==> src/rtl/core/ppk_pkg.sv <==
// Package for the spectrum peak picker: widths, reset values, register
// indexes and the payload and config structs. No dependencies.
package ppk_pkg;

  localparam int PEAK_COUNT = 3;
  localparam int MAG_BITS   = 32;
  localparam int IDX_W      = (PEAK_COUNT > 1) ? $clog2(PEAK_COUNT) : 1;

  localparam int BIN_W   = 16;
  localparam int MAG_W   = 32;
  localparam int RATE_W  = 18;
  localparam int SHIFT_W = 5;
  localparam int FREQ_W  = 18;
  localparam int RANK_W  = 2;
  localparam int PROD_W  = BIN_W + RATE_W;

  localparam int CFG_IDX_W  = 1;
  localparam int CFG_DATA_W = 18;

  localparam logic [RATE_W-1:0]  SAMPLE_RATE_RST = RATE_W'(44100);
  localparam logic [SHIFT_W-1:0] FFT_LOG2_RST    = SHIFT_W'(12);

  typedef enum logic [CFG_IDX_W-1:0] {
    CFG_SAMPLE_RATE = 1'b0,
    CFG_FFT_LOG2    = 1'b1
  } cfg_reg_e;

  typedef struct packed {
    logic [RATE_W-1:0]  sample_rate_hz;
    logic [SHIFT_W-1:0] fft_size_log2;
  } cfg_t;

  typedef struct packed {
    logic [BIN_W-1:0] bin_index;
    logic [MAG_W-1:0] magnitude;
    logic             last_bin;
  } in_item_t;

  typedef struct packed {
    logic [RANK_W-1:0] rank;
    logic [FREQ_W-1:0] frequency_hz;
    logic [MAG_W-1:0]  peak_magnitude;
    logic              last_result;
  } out_item_t;

  typedef struct packed {
    logic [FREQ_W-1:0]   freq;
    logic [MAG_BITS-1:0] mag;
  } peak_t;

  // One bin with its frequency worked out, on its way into the store
  typedef struct packed {
    logic                valid;
    logic [FREQ_W-1:0]   freq;
    logic [MAG_BITS-1:0] mag;
    logic                last;
  } bin_t;

endpackage

==> src/rtl/core/ppk_freq_pipe.sv <==
// Input register and frequency pipeline: bin index times sample rate,
// then shift and saturate. Depends on ppk_pkg.
module ppk_freq_pipe (
  input  logic              clk_i,
  input  logic              rst_ni,
  input  ppk_pkg::cfg_t     cfg_i,
  input  logic              in_valid_i,
  output logic              in_stall_o,
  input  ppk_pkg::in_item_t in_data_i,
  output ppk_pkg::bin_t     bin_o,
  input  logic              take_i
);

  logic                        s1_valid_q;
  ppk_pkg::in_item_t           s1_item_q;
  logic                        s2_valid_q;
  logic [ppk_pkg::PROD_W-1:0]  s2_prod_q;
  logic [ppk_pkg::MAG_BITS-1:0] s2_mag_q;
  logic                        s2_last_q;
  logic                        s1_adv;
  logic                        s2_adv;
  logic [ppk_pkg::PROD_W-1:0]  prod_d;
  logic [ppk_pkg::PROD_W-1:0]  shifted;

  assign s2_adv     = !s2_valid_q || take_i;
  assign s1_adv     = !s1_valid_q || s2_adv;
  assign in_stall_o = !s1_adv;

  assign prod_d = ppk_pkg::PROD_W'(s1_item_q.bin_index) *
                  ppk_pkg::PROD_W'(cfg_i.sample_rate_hz);

  always_ff @(posedge clk_i or negedge rst_ni) begin
    if (!rst_ni) begin
      s1_valid_q <= 1'b0;
      s2_valid_q <= 1'b0;
    end else begin
      if (s1_adv) s1_valid_q <= in_valid_i;
      if (s2_adv) s2_valid_q <= s1_valid_q;
    end
  end

  always_ff @(posedge clk_i) begin
    if (s1_adv && in_valid_i) s1_item_q <= in_data_i;
    if (s2_adv && s1_valid_q) begin
      s2_prod_q <= prod_d;
      s2_mag_q  <= s1_item_q.magnitude[ppk_pkg::MAG_BITS-1:0];
      s2_last_q <= s1_item_q.last_bin;
    end
  end

  // saturate when anything is left above the frequency field
  assign shifted     = s2_prod_q >> cfg_i.fft_size_log2;
  assign bin_o.valid = s2_valid_q;
  assign bin_o.freq  = (|shifted[ppk_pkg::PROD_W-1:ppk_pkg::FREQ_W]) ?
                       {ppk_pkg::FREQ_W{1'b1}} : shifted[ppk_pkg::FREQ_W-1:0];
  assign bin_o.mag   = s2_mag_q;
  assign bin_o.last  = s2_last_q;

endmodule

==> src/rtl/core/ppk_rank_store.sv <==
// Ranked peak store: one bin per cycle with parallel compares, but a last bin
// waits for a free output buffer to hand it a snapshot. Depends on ppk_pkg.
module ppk_rank_store (
  input  logic          clk_i,
  input  logic          rst_ni,
  input  ppk_pkg::bin_t bin_i,
  output logic          take_o,
  input  logic          buf_free_i,
  output logic          snap_load_o,
  output ppk_pkg::peak_t [ppk_pkg::PEAK_COUNT-1:0] snap_o
);

  ppk_pkg::peak_t [ppk_pkg::PEAK_COUNT-1:0] peak_q;
  ppk_pkg::peak_t [ppk_pkg::PEAK_COUNT-1:0] peak_ins;
  logic [ppk_pkg::PEAK_COUNT-1:0]           gt;
  logic                                     fire;

  assign take_o      = !bin_i.last || buf_free_i;
  assign fire        = bin_i.valid && take_o;
  assign snap_load_o = fire && bin_i.last;
  assign snap_o      = peak_ins;

  // Store stays sorted, so gt is a run of ones from the first rank beaten down
  always_comb begin
    for (int k = 0; k < ppk_pkg::PEAK_COUNT; k++) begin
      gt[k] = bin_i.mag > peak_q[k].mag;
    end
    for (int k = 0; k < ppk_pkg::PEAK_COUNT; k++) begin
      if (!gt[k]) begin
        peak_ins[k] = peak_q[k];
      end else if (k == 0) begin
        peak_ins[k].freq = bin_i.freq;
        peak_ins[k].mag  = bin_i.mag;
      end else if (!gt[k-1]) begin
        peak_ins[k].freq = bin_i.freq;
        peak_ins[k].mag  = bin_i.mag;
      end else begin
        peak_ins[k] = peak_q[k-1];
      end
    end
  end

  always_ff @(posedge clk_i or negedge rst_ni) begin
    if (!rst_ni) begin
      peak_q <= '0;
    end else if (fire) begin
      // drop the frame once it is handed over
      peak_q <= bin_i.last ? '0 : peak_ins;
    end
  end

`ifndef SYNTHESIS
  for (genvar g = 1; g < ppk_pkg::PEAK_COUNT; g++) begin : g_chk
    a_sorted: assert property (@(posedge clk_i) disable iff (!rst_ni)
      peak_q[g].mag <= peak_q[g-1].mag)
      else $error("peak store out of order");
  end
  a_clear: assert property (@(posedge clk_i) disable iff (!rst_ni)
    snap_load_o |=> peak_q == '0)
    else $error("store not cleared after frame");
  a_gt_run: assert property (@(posedge clk_i) disable iff (!rst_ni)
    bin_i.valid |->
      (gt[ppk_pkg::PEAK_COUNT-1] || !gt[0] || bin_i.mag > peak_q[0].mag))
    else $error("compare vector inconsistent");
`endif

endmodule

==> src/rtl/core/ppk_out_buf.sv <==
// Result buffer: holds one frame's peaks and sends them in rank order.
// Depends on ppk_pkg.
module ppk_out_buf (
  input  logic               clk_i,
  input  logic               rst_ni,
  input  logic               load_i,
  input  ppk_pkg::peak_t [ppk_pkg::PEAK_COUNT-1:0] snap_i,
  output logic               free_o,
  output logic               out_valid_o,
  input  logic               out_stall_i,
  output ppk_pkg::out_item_t out_data_o
);

  ppk_pkg::peak_t [ppk_pkg::PEAK_COUNT-1:0] buf_q;
  logic                                     valid_q;
  logic [ppk_pkg::IDX_W-1:0]                ptr_q;
  logic                                     xfer;
  logic                                     at_last;

  assign at_last = ptr_q == ppk_pkg::IDX_W'(ppk_pkg::PEAK_COUNT - 1);
  assign xfer    = valid_q && !out_stall_i;
  assign free_o  = !valid_q || (xfer && at_last);

  always_ff @(posedge clk_i or negedge rst_ni) begin
    if (!rst_ni) begin
      valid_q <= 1'b0;
      ptr_q   <= '0;
    end else if (load_i) begin
      valid_q <= 1'b1;
      ptr_q   <= '0;
    end else if (xfer) begin
      // advance through the ranks, release after the lowest one
      valid_q <= !at_last;
      ptr_q   <= at_last ? '0 : ptr_q + 1'b1;
    end
  end

  always_ff @(posedge clk_i) begin
    if (load_i) buf_q <= snap_i;
  end

  assign out_valid_o                = valid_q;
  assign out_data_o.rank            = ppk_pkg::RANK_W'(ptr_q);
  assign out_data_o.frequency_hz    = buf_q[ptr_q].freq;
  assign out_data_o.peak_magnitude  = ppk_pkg::MAG_W'(buf_q[ptr_q].mag);
  assign out_data_o.last_result     = at_last;

`ifndef SYNTHESIS
  a_load_free: assert property (@(posedge clk_i) disable iff (!rst_ni)
    load_i |-> free_o)
    else $error("frame loaded over pending results");
  a_ptr_range: assert property (@(posedge clk_i) disable iff (!rst_ni)
    valid_q |-> ptr_q <= ppk_pkg::IDX_W'(ppk_pkg::PEAK_COUNT - 1))
    else $error("rank pointer out of range");
  a_next_rank: assert property (@(posedge clk_i) disable iff (!rst_ni)
    (xfer && !at_last && !load_i) |=> valid_q && ptr_q == $past(ptr_q) + 1'b1)
    else $error("rank sequence broken");
`endif

endmodule

==> src/rtl/core/spectrum_top3_peak_picker_top.sv <==
// Top level of the spectrum peak picker: config registers and the three
// stages. Depends on ppk_pkg, ppk_freq_pipe, ppk_rank_store, ppk_out_buf.
// One bin per cycle in, a frame's three results one per cycle out, each side
// unless stalled. A last bin goes from the input register to the product
// stage and waits there until the previous frame's results are out. Reset:
// sample rate 44100, fft log2 12, peak store all zeros.
module spectrum_top3_peak_picker_top (
  input  logic                               clk_i,
  input  logic                               rst_ni,
  input  logic                               cfg_valid_i,
  output logic                               cfg_ready_o,
  input  logic [ppk_pkg::CFG_IDX_W-1:0]      cfg_index_i,
  input  logic [ppk_pkg::CFG_DATA_W-1:0]     cfg_data_i,
  input  logic                               in_valid_i,
  output logic                               in_stall_o,
  input  ppk_pkg::in_item_t                  in_data_i,
  output logic                               out_valid_o,
  input  logic                               out_stall_i,
  output ppk_pkg::out_item_t                 out_data_o
);

  ppk_pkg::cfg_t  cfg_q;
  ppk_pkg::bin_t  bin;
  ppk_pkg::peak_t [ppk_pkg::PEAK_COUNT-1:0] snap;
  logic           take;
  logic           buf_free;
  logic           snap_load;

  assign cfg_ready_o = 1'b1;

  always_ff @(posedge clk_i or negedge rst_ni) begin
    if (!rst_ni) begin
      cfg_q.sample_rate_hz <= ppk_pkg::SAMPLE_RATE_RST;
      cfg_q.fft_size_log2  <= ppk_pkg::FFT_LOG2_RST;
    end else if (cfg_valid_i) begin
      case (ppk_pkg::cfg_reg_e'(cfg_index_i))
        ppk_pkg::CFG_SAMPLE_RATE:
          cfg_q.sample_rate_hz <= cfg_data_i[ppk_pkg::RATE_W-1:0];
        ppk_pkg::CFG_FFT_LOG2:
          cfg_q.fft_size_log2  <= cfg_data_i[ppk_pkg::SHIFT_W-1:0];
        default: ;
      endcase
    end
  end

  ppk_freq_pipe u_freq (
    .clk_i      (clk_i),
    .rst_ni     (rst_ni),
    .cfg_i      (cfg_q),
    .in_valid_i (in_valid_i),
    .in_stall_o (in_stall_o),
    .in_data_i  (in_data_i),
    .bin_o      (bin),
    .take_i     (take)
  );

  ppk_rank_store u_store (
    .clk_i       (clk_i),
    .rst_ni      (rst_ni),
    .bin_i       (bin),
    .take_o      (take),
    .buf_free_i  (buf_free),
    .snap_load_o (snap_load),
    .snap_o      (snap)
  );

  ppk_out_buf u_out (
    .clk_i       (clk_i),
    .rst_ni      (rst_ni),
    .load_i      (snap_load),
    .snap_i      (snap),
    .free_o      (buf_free),
    .out_valid_o (out_valid_o),
    .out_stall_i (out_stall_i),
    .out_data_o  (out_data_o)
  );

endmodule

==> config.mk <==
export PLATFORM = sky130hd
export DESIGN_NAME = spectrum_top3_peak_picker_top
export DESIGN_NICKNAME = d
export VERILOG_FILES = /design/src/rtl/core/ppk_pkg.sv /design/src/rtl/core/ppk_freq_pipe.sv /design/src/rtl/core/ppk_rank_store.sv /design/src/rtl/core/ppk_out_buf.sv /design/src/rtl/core/spectrum_top3_peak_picker_top.sv
export SDC_FILE = /design/constraint.sdc
export NUM_CORES = 2
export LEC_CHECK = 0
export ABC_AREA = 1
export BUFFER_PORTS_ARGS = -buffer_cell sky130_fd_sc_hd__buf_4
export CORE_MARGIN = 3
export CORE_UTILIZATION = 40
export CTS_CLUSTER_DIAMETER = 60
export CTS_CLUSTER_SIZE = 10
export DETAILED_ROUTE_END_ITERATION = 6
export GPL_TIMING_DRIVEN = 0
export HOLD_SLACK_MARGIN = 0.05
export PLACE_DENSITY = 0.67
export SLEW_MARGIN = 20
export SYNTH_ARGS = -nofsm -noshare
export SYNTH_HDL_FRONTEND = slang
export SYNTH_SLANG_ARGS = --single-unit
==> constraint.sdc <==
create_clock -name clk_i -period 9.7 [get_ports clk_i]
set_clock_uncertainty 0.2 [all_clocks]
set_input_delay 0.97 -clock clk_i [delete_from_list [all_inputs] [get_ports clk_i]]
set_output_delay 0.97 -clock clk_i [all_outputs]
set_load 0.01 [all_outputs]
; Word level (Yosys, flattened, before mapping)
; Index checks and enable logic that the tools add are counted.
[totals]
regBits = 444
mem_bits_rw = 0
memories = 0
latchBits = 0
in_bits = 73
mem_bits_ro = 0
out_inout_bits = 56
[classes]
n_mul = 1
div_mod_pow = 0
reduce_logical = 21
n_lt_le_gt_ge = 4
n_bitwise = 1
shift = 1
eq_ne = 1
n_mux = 14
n_addsub = 1
[op_table]
columns = operator, count
row1 = 50-bit two-way mux, 6
row2 = 150-bit two-way mux, 1
row3 = 50-bit binary-select mux with 2-bit select, 1
row4 = 32-bit > comparator, 3
row5 = 16-bit by 18-bit multiplier with 34-bit output, 1
row6 = 34-bit by 5-bit right shift with 34-bit output, 1
row7 = 18-bit two-way mux, 1
row8 = 16-bit OR reduction, 1
row9 = 1-bit logical NOT, 7
row10 = 1-bit logical AND, 6
row11 = 2-bit two-way mux, 3
row12 = 1-bit logical OR, 4
row13 = 2-bit AND reduction, 2
row14 = 2-bit by 3-bit less-than comparator with 1-bit output (second input constant), 1
row15 = 2-bit by 1-bit adder with 2-bit output (second input constant), 1
row16 = 2-bit equality test (second input constant), 1
row17 = 1-bit two-way mux, 2
row18 = 2-bit nonzero test, 1
row19 = 1-bit NOT, 1

; Depth between registers and ports, before layout
[logic_depth]
ltp_word = 8
mapped_depth = 26
mapped_depth_nobuf = 24

; Hierarchy
; Synthesis repeated with hierarchy kept, for this count alone.
[unflattened]
cells_unflattened = 4157
area_unflattened_um2 = 33841.2
[modules_own_cells]
columns = mod, area_per_inst_um2, instances, cells_each
row1 = ppk_freq_pipe, 15436.1, 1, 1884
row2 = ppk_rank_store, 11763.8, 1, 1776
row3 = ppk_out_buf, 5647.9, 1, 394
row4 = spectrum_top3_peak_picker_top, 993.5, 1, 103

; Worst setup path after synthesis
; Ideal clock, no wire load.
[synth_path]
path_kind = register to register
start = register cfg_q[15] in the netlist's numbering
end = register u_freq.s2_prod_q[24] in the netlist's numbering, data pin
required_ps = 9235
synth_period_minus_slack_ps = 5975
arrival_time_ps = 5510
setup_slack_ps = 3725
path_stages_with_launch = 21
setup_time_ps = 265
cell_sequence = dfstp_2 clkbuf_1 clkbuf_1 nand2_1 fa_1 fa_1 inv_1 fa_1 inv_1 fa_1 fa_1 fa_1 inv_1 ha_1 a21oi_1 nand2_1 nand2_1 nand2_1 a21boi_0 o21ai_0 xor2_1
[synth_via]
elab_chain_len = 1
[synth_lines]
columns = element, line
row1 = start: declaration, spectrum_top3_peak_picker_top.sv:22  ; ppk_pkg::cfg_t cfg_q;
row2 = 16-bit by 18-bit multiplier with 34-bit output, ppk_freq_pipe.sv:29  ; assign prod_d = ppk_pkg::PROD_W'(s1_item_q.bin_index) *
row3 = via u_freq.prod_d (one bit), ppk_freq_pipe.sv:22  ; logic [ppk_pkg::PROD_W-1:0] prod_d;
row4 = end signal: assignment, ppk_freq_pipe.sv:45  ; s2_prod_q <= prod_d;
row5 = end: declaration, ppk_freq_pipe.sv:17  ; logic [ppk_pkg::PROD_W-1:0] s2_prod_q;
; The timed path passes the listed nets, and every way through them passes these cells.
; A chain may end at the register's enable or synchronous reset.

; Worst setup path after layout
[layout_path]
start = register cfg_q[11] in the netlist's numbering
end = register u_freq.s2_prod_q[31] in the netlist's numbering, data pin
; The elaborated chain is that of the path after synthesis.

==> summary.md <==
| Metric | Value |
|---|---|
| Status | finished, final reports clean |
| Hpwl dp | 75.6 mm |
| Seq/Total Area, Yosys | 0.362 |
| Reg2Reg Setup Slack | 2.51 ns |
| Final Hold Fails | 0 |
| P&R area growth vs syn | 12.5% |
| Pin count of the biggest net entering global routing | 103 |
| CP peak stage delay | 0.55 ns |
| GP Congestion | 0.924 |
| Wire length per cell | 18.1 um |
| Min-delay src | u_freq.s1_item_q[28] |
| First-pass GRT wire length | 154 mm |
| Synthesized Nets | 4,558 |
| CTS tree | built |
| Drt first pass iters | 6 |
| CP Launch Type | flop |
| PortBufs | 127 |
| Most frequent CP cell | fa_1 |
| Busiest grt layer | met2 |
| Maxcap violations | 0 |
| Met2 Usage GRT | 0.385 |
| Final WL | 98.3 mm |
| CTS clock-pin slew for the worst setup and hold paths | 0.06 ns |
| Vias in the first global route | 27,920 |
| Hold Path End | u_freq.s2_mag_q[27] |
| All-layer global routing usage | 0.218 |
| Post-CTS Setup Bufs | 0 |
| Core ar. | 84,400 um^2 |
| Number of distinct library cells after synthesis | 56 |
| Critical path class | reg -> reg |
| Die ar. | 89,500 um^2 |
| EDFF count, synth | 266 |
| Worst path arrival time | 7.33 ns |
| Critical path's slowest cell | nor4_1 |
| Post-CTS Hold Fix Bufs | 1 |
| Layout cells sized above 1 | 0.105 |
| Met3 GRT Util | 0.0303 |
| # rows | 106 |
| Via density | 5.11 |
| Setup TNS | 0 ns |
| Fraction of registers with async set/reset | 0.401 |
| Cells after Synth | 4,061 |
| Hold Path Depth | 0 |
| Clock Root Buffer | clkbuf_16 |
| Crit path max-delay family | adder cells |
| DRC viols | 0 |
| Worst EP required | 9.85 ns |
| Synthesized cell area | 34,400 um^2 |
| Max clock buf depth | 3 |
| Hold crit path type | reg -> reg |
| Slew HR | 0.453 |
| Fin crit period | 7.19 ns |
| Vias post-DR | 27,790 |
| Beginning of the critical path | cfg_q[11] |
| Max-slew violation count | 0 |
| Critical-path maximum fanout | 10 |
| Yosys reg bits | 444 |
| Most common flop cell mapped by yosys | edfxtp_1 |
| WP buf/inv | 7 |
| Antenna diode count | 0 |
| Start of the worst register-to-register path | cfg_q[11] |
| Worst Setup End Kind | flop |
| Tightest Pin Transition | 0.821 ns |
| Post-CTS sizing | 0 |
| Iter 0 DRT Violations | 2,008 |
| # setup viols final | 0 |
| I/O Pins | 129 |
| Ys Warns | 0 |
| Worst path cell trace | clkbuf_1 -> clkbuf_1 -> nand2_1 -> fa_1 -> inv_1 -> fa_1 -> inv_1 -> fa_1 -> inv_1 -> fa_1 -> fa_1 -> inv_1 -> fa_1 -> inv_1 -> ha_1 -> nand2_1 -> nor4_1 -> o21ai_0 -> nand3_1 -> a31oi_1 -> xor2_1 |
| Chip Height | 299 um |
| Post-route ant nets | 0 |
| Tcrit/Tclk final | 0.741 |
| RSZ-0062 raised after global routing | no |
| RR Endpoint | u_freq.s2_prod_q[31] |
| Fillers | 8,183 |
| CTS buffer count | 56 |
| Overflow after GRT | 0 |
| Chip width | 299 um |
| Synth Area per Inst | 8.47 um^2 |
| Initial antenna violation count | 0 |
| Worst-Skew Late Latency | 0.67 ns |
| Global routing usage on met1 | 0.271 |
| Nets@finish | 4,750 |
| R2r worst-path depth | 21 |
| CTS Sinks | 444 |
| H-tree depth | 2 |
| Initial Util | 0.408 |
| F_max | 139 MHz |
-- final cells by class --
type                    count  area, um^2  share of cell area
multi-input cells        2753       18400               0.476
flip-flops and latches    444       12500               0.322
inverters                 642        2420              0.0627
clock buffers              91        1550              0.0401
well taps                1134        1420              0.0367
repair buffers            134        1130              0.0292
plain buffers             222        1110              0.0286
clock inverters            14         194             0.00501
-- worst max-delay path by stage --
stage | to | slack, ns | depth (start not counted)
after floorplan | u_freq.s2_prod_q[24] | 3.73 | 20
after global placement | u_freq.s2_prod_q[28] | 2.69 | 20
after detailed placement | u_freq.s2_prod_q[31] | 2.64 | 21
after CTS | u_freq.s2_prod_q[31] | 2.63 | 21
after global routing | u_freq.s2_prod_q[33] | 2.24 | 21
final | u_freq.s2_prod_q[31] | 2.51 | 21
-- worst register-to-register path, stage by stage (launching register included) --
cell and delay, ns:
dfstp_2 0.51, clkbuf_1 0.49, clkbuf_1 0.51, nand2_1 0.15, fa_1 0.54, inv_1 0.06, fa_1 0.51, inv_1 0.06
fa_1 0.53, inv_1 0.05, fa_1 0.40, fa_1 0.52, inv_1 0.05, fa_1 0.47, inv_1 0.04, ha_1 0.39
nand2_1 0.14, nor4_1 0.55, o21ai_0 0.18, nand3_1 0.26, a31oi_1 0.15, xor2_1 0.16
-- cell usage after synthesis (20+ instances only) --
master,instances,area share
a21boi_0,22,0.0048
a21boi_1,20,0.0044
a21oi_1,93,0.014
and2_1,75,0.014
buf_2,40,0.0058
clkbuf_1,137,0.015
dfrtp_1,170,0.12
edfxtp_1,266,0.23
fa_1,222,0.13
ha_1,202,0.074
inv_1,633,0.069
nand2_1,1144,0.12
nand2_2,23,0.0042
nand3_1,474,0.069
nand3_2,31,0.0090
nand4_1,24,0.0044
nor2_1,66,0.0072
o21a_1,46,0.010
o21ai_0,87,0.013
o21ai_1,27,0.0039
o22ai_1,31,0.0056
or2_2,35,0.0064
xor2_1,20,0.0051
-- cells by family after synthesis --
group / count (synthesis) / synth area share
XOR/XNOR: 32 / 0.00815
AO/OA/AOI/OAI: 365 / 0.0647
adder cells (fa/ha/maj): 424 / 0.203
flip-flops: 444 / 0.362
multiplexers: 13 / 0.00426
other: 1 / 0.000109
AND/OR/NAND/NOR: 1918 / 0.255
buffers and inverters: 864 / 0.102
-- layout by cell type, fill, tap and decap left out, drive strengths merged, types with 71 or more instances in the layout --
cell type	Yosys	final
fa	222	222
and2	76	76
nand3	507	507
o21ai	130	130
nand2	1171	1171
ha	202	202
nor2	71	71
dfrtp	170	170
inv	642	645
clkbuf	137	228
a21oi	93	93
buf	85	218
edfxtp	266	266
-- metal layers --
metal	up-vias	part of all wire	wire length, um
met5	-	0	0
met3	215	0.062	6070
met1	13256	0.41	39900
met2	966	0.49	48300
li1	13353	-	-
met4	0	0.041	4050
-- state kept, by name, summed over array words and instances (netlist names) --
register	count
cfg_q	23
u_freq.s1_item_q	49
u_freq.s1_valid_q	1
u_freq.s2_last_q	1
u_freq.s2_mag_q	32
u_freq.s2_prod_q	34
u_freq.s2_valid_q	1
u_out.buf_q	150
u_out.out_valid_o	1
u_out.ptr_q	2
u_store.peak_q	150
-- stage by stage --
stage | cell area, um^2 | utilization | hold slack, ns | worst slack (ns) | cells
3_5_place_dp | 36900 | 0.438 | 0.205 | 2.64 | 5328
3_3_place_gp | 36800 | 0.436 | 0.203 | 2.69 | 5322
2_1_floorplan | 34400 | - | 0.200 | 3.73 | 4061
6_report | 38700 | 0.459 | 0.215 | 2.51 | 5434
5_1_grt | 38700 | 0.459 | 0.221 | 2.24 | 5434
4_1_cts | 38700 | 0.459 | 0.216 | 2.63 | 5434
Power is not shown: default switching activity piles up to over one toggle a cycle in this logic, so the estimate is an artifact.
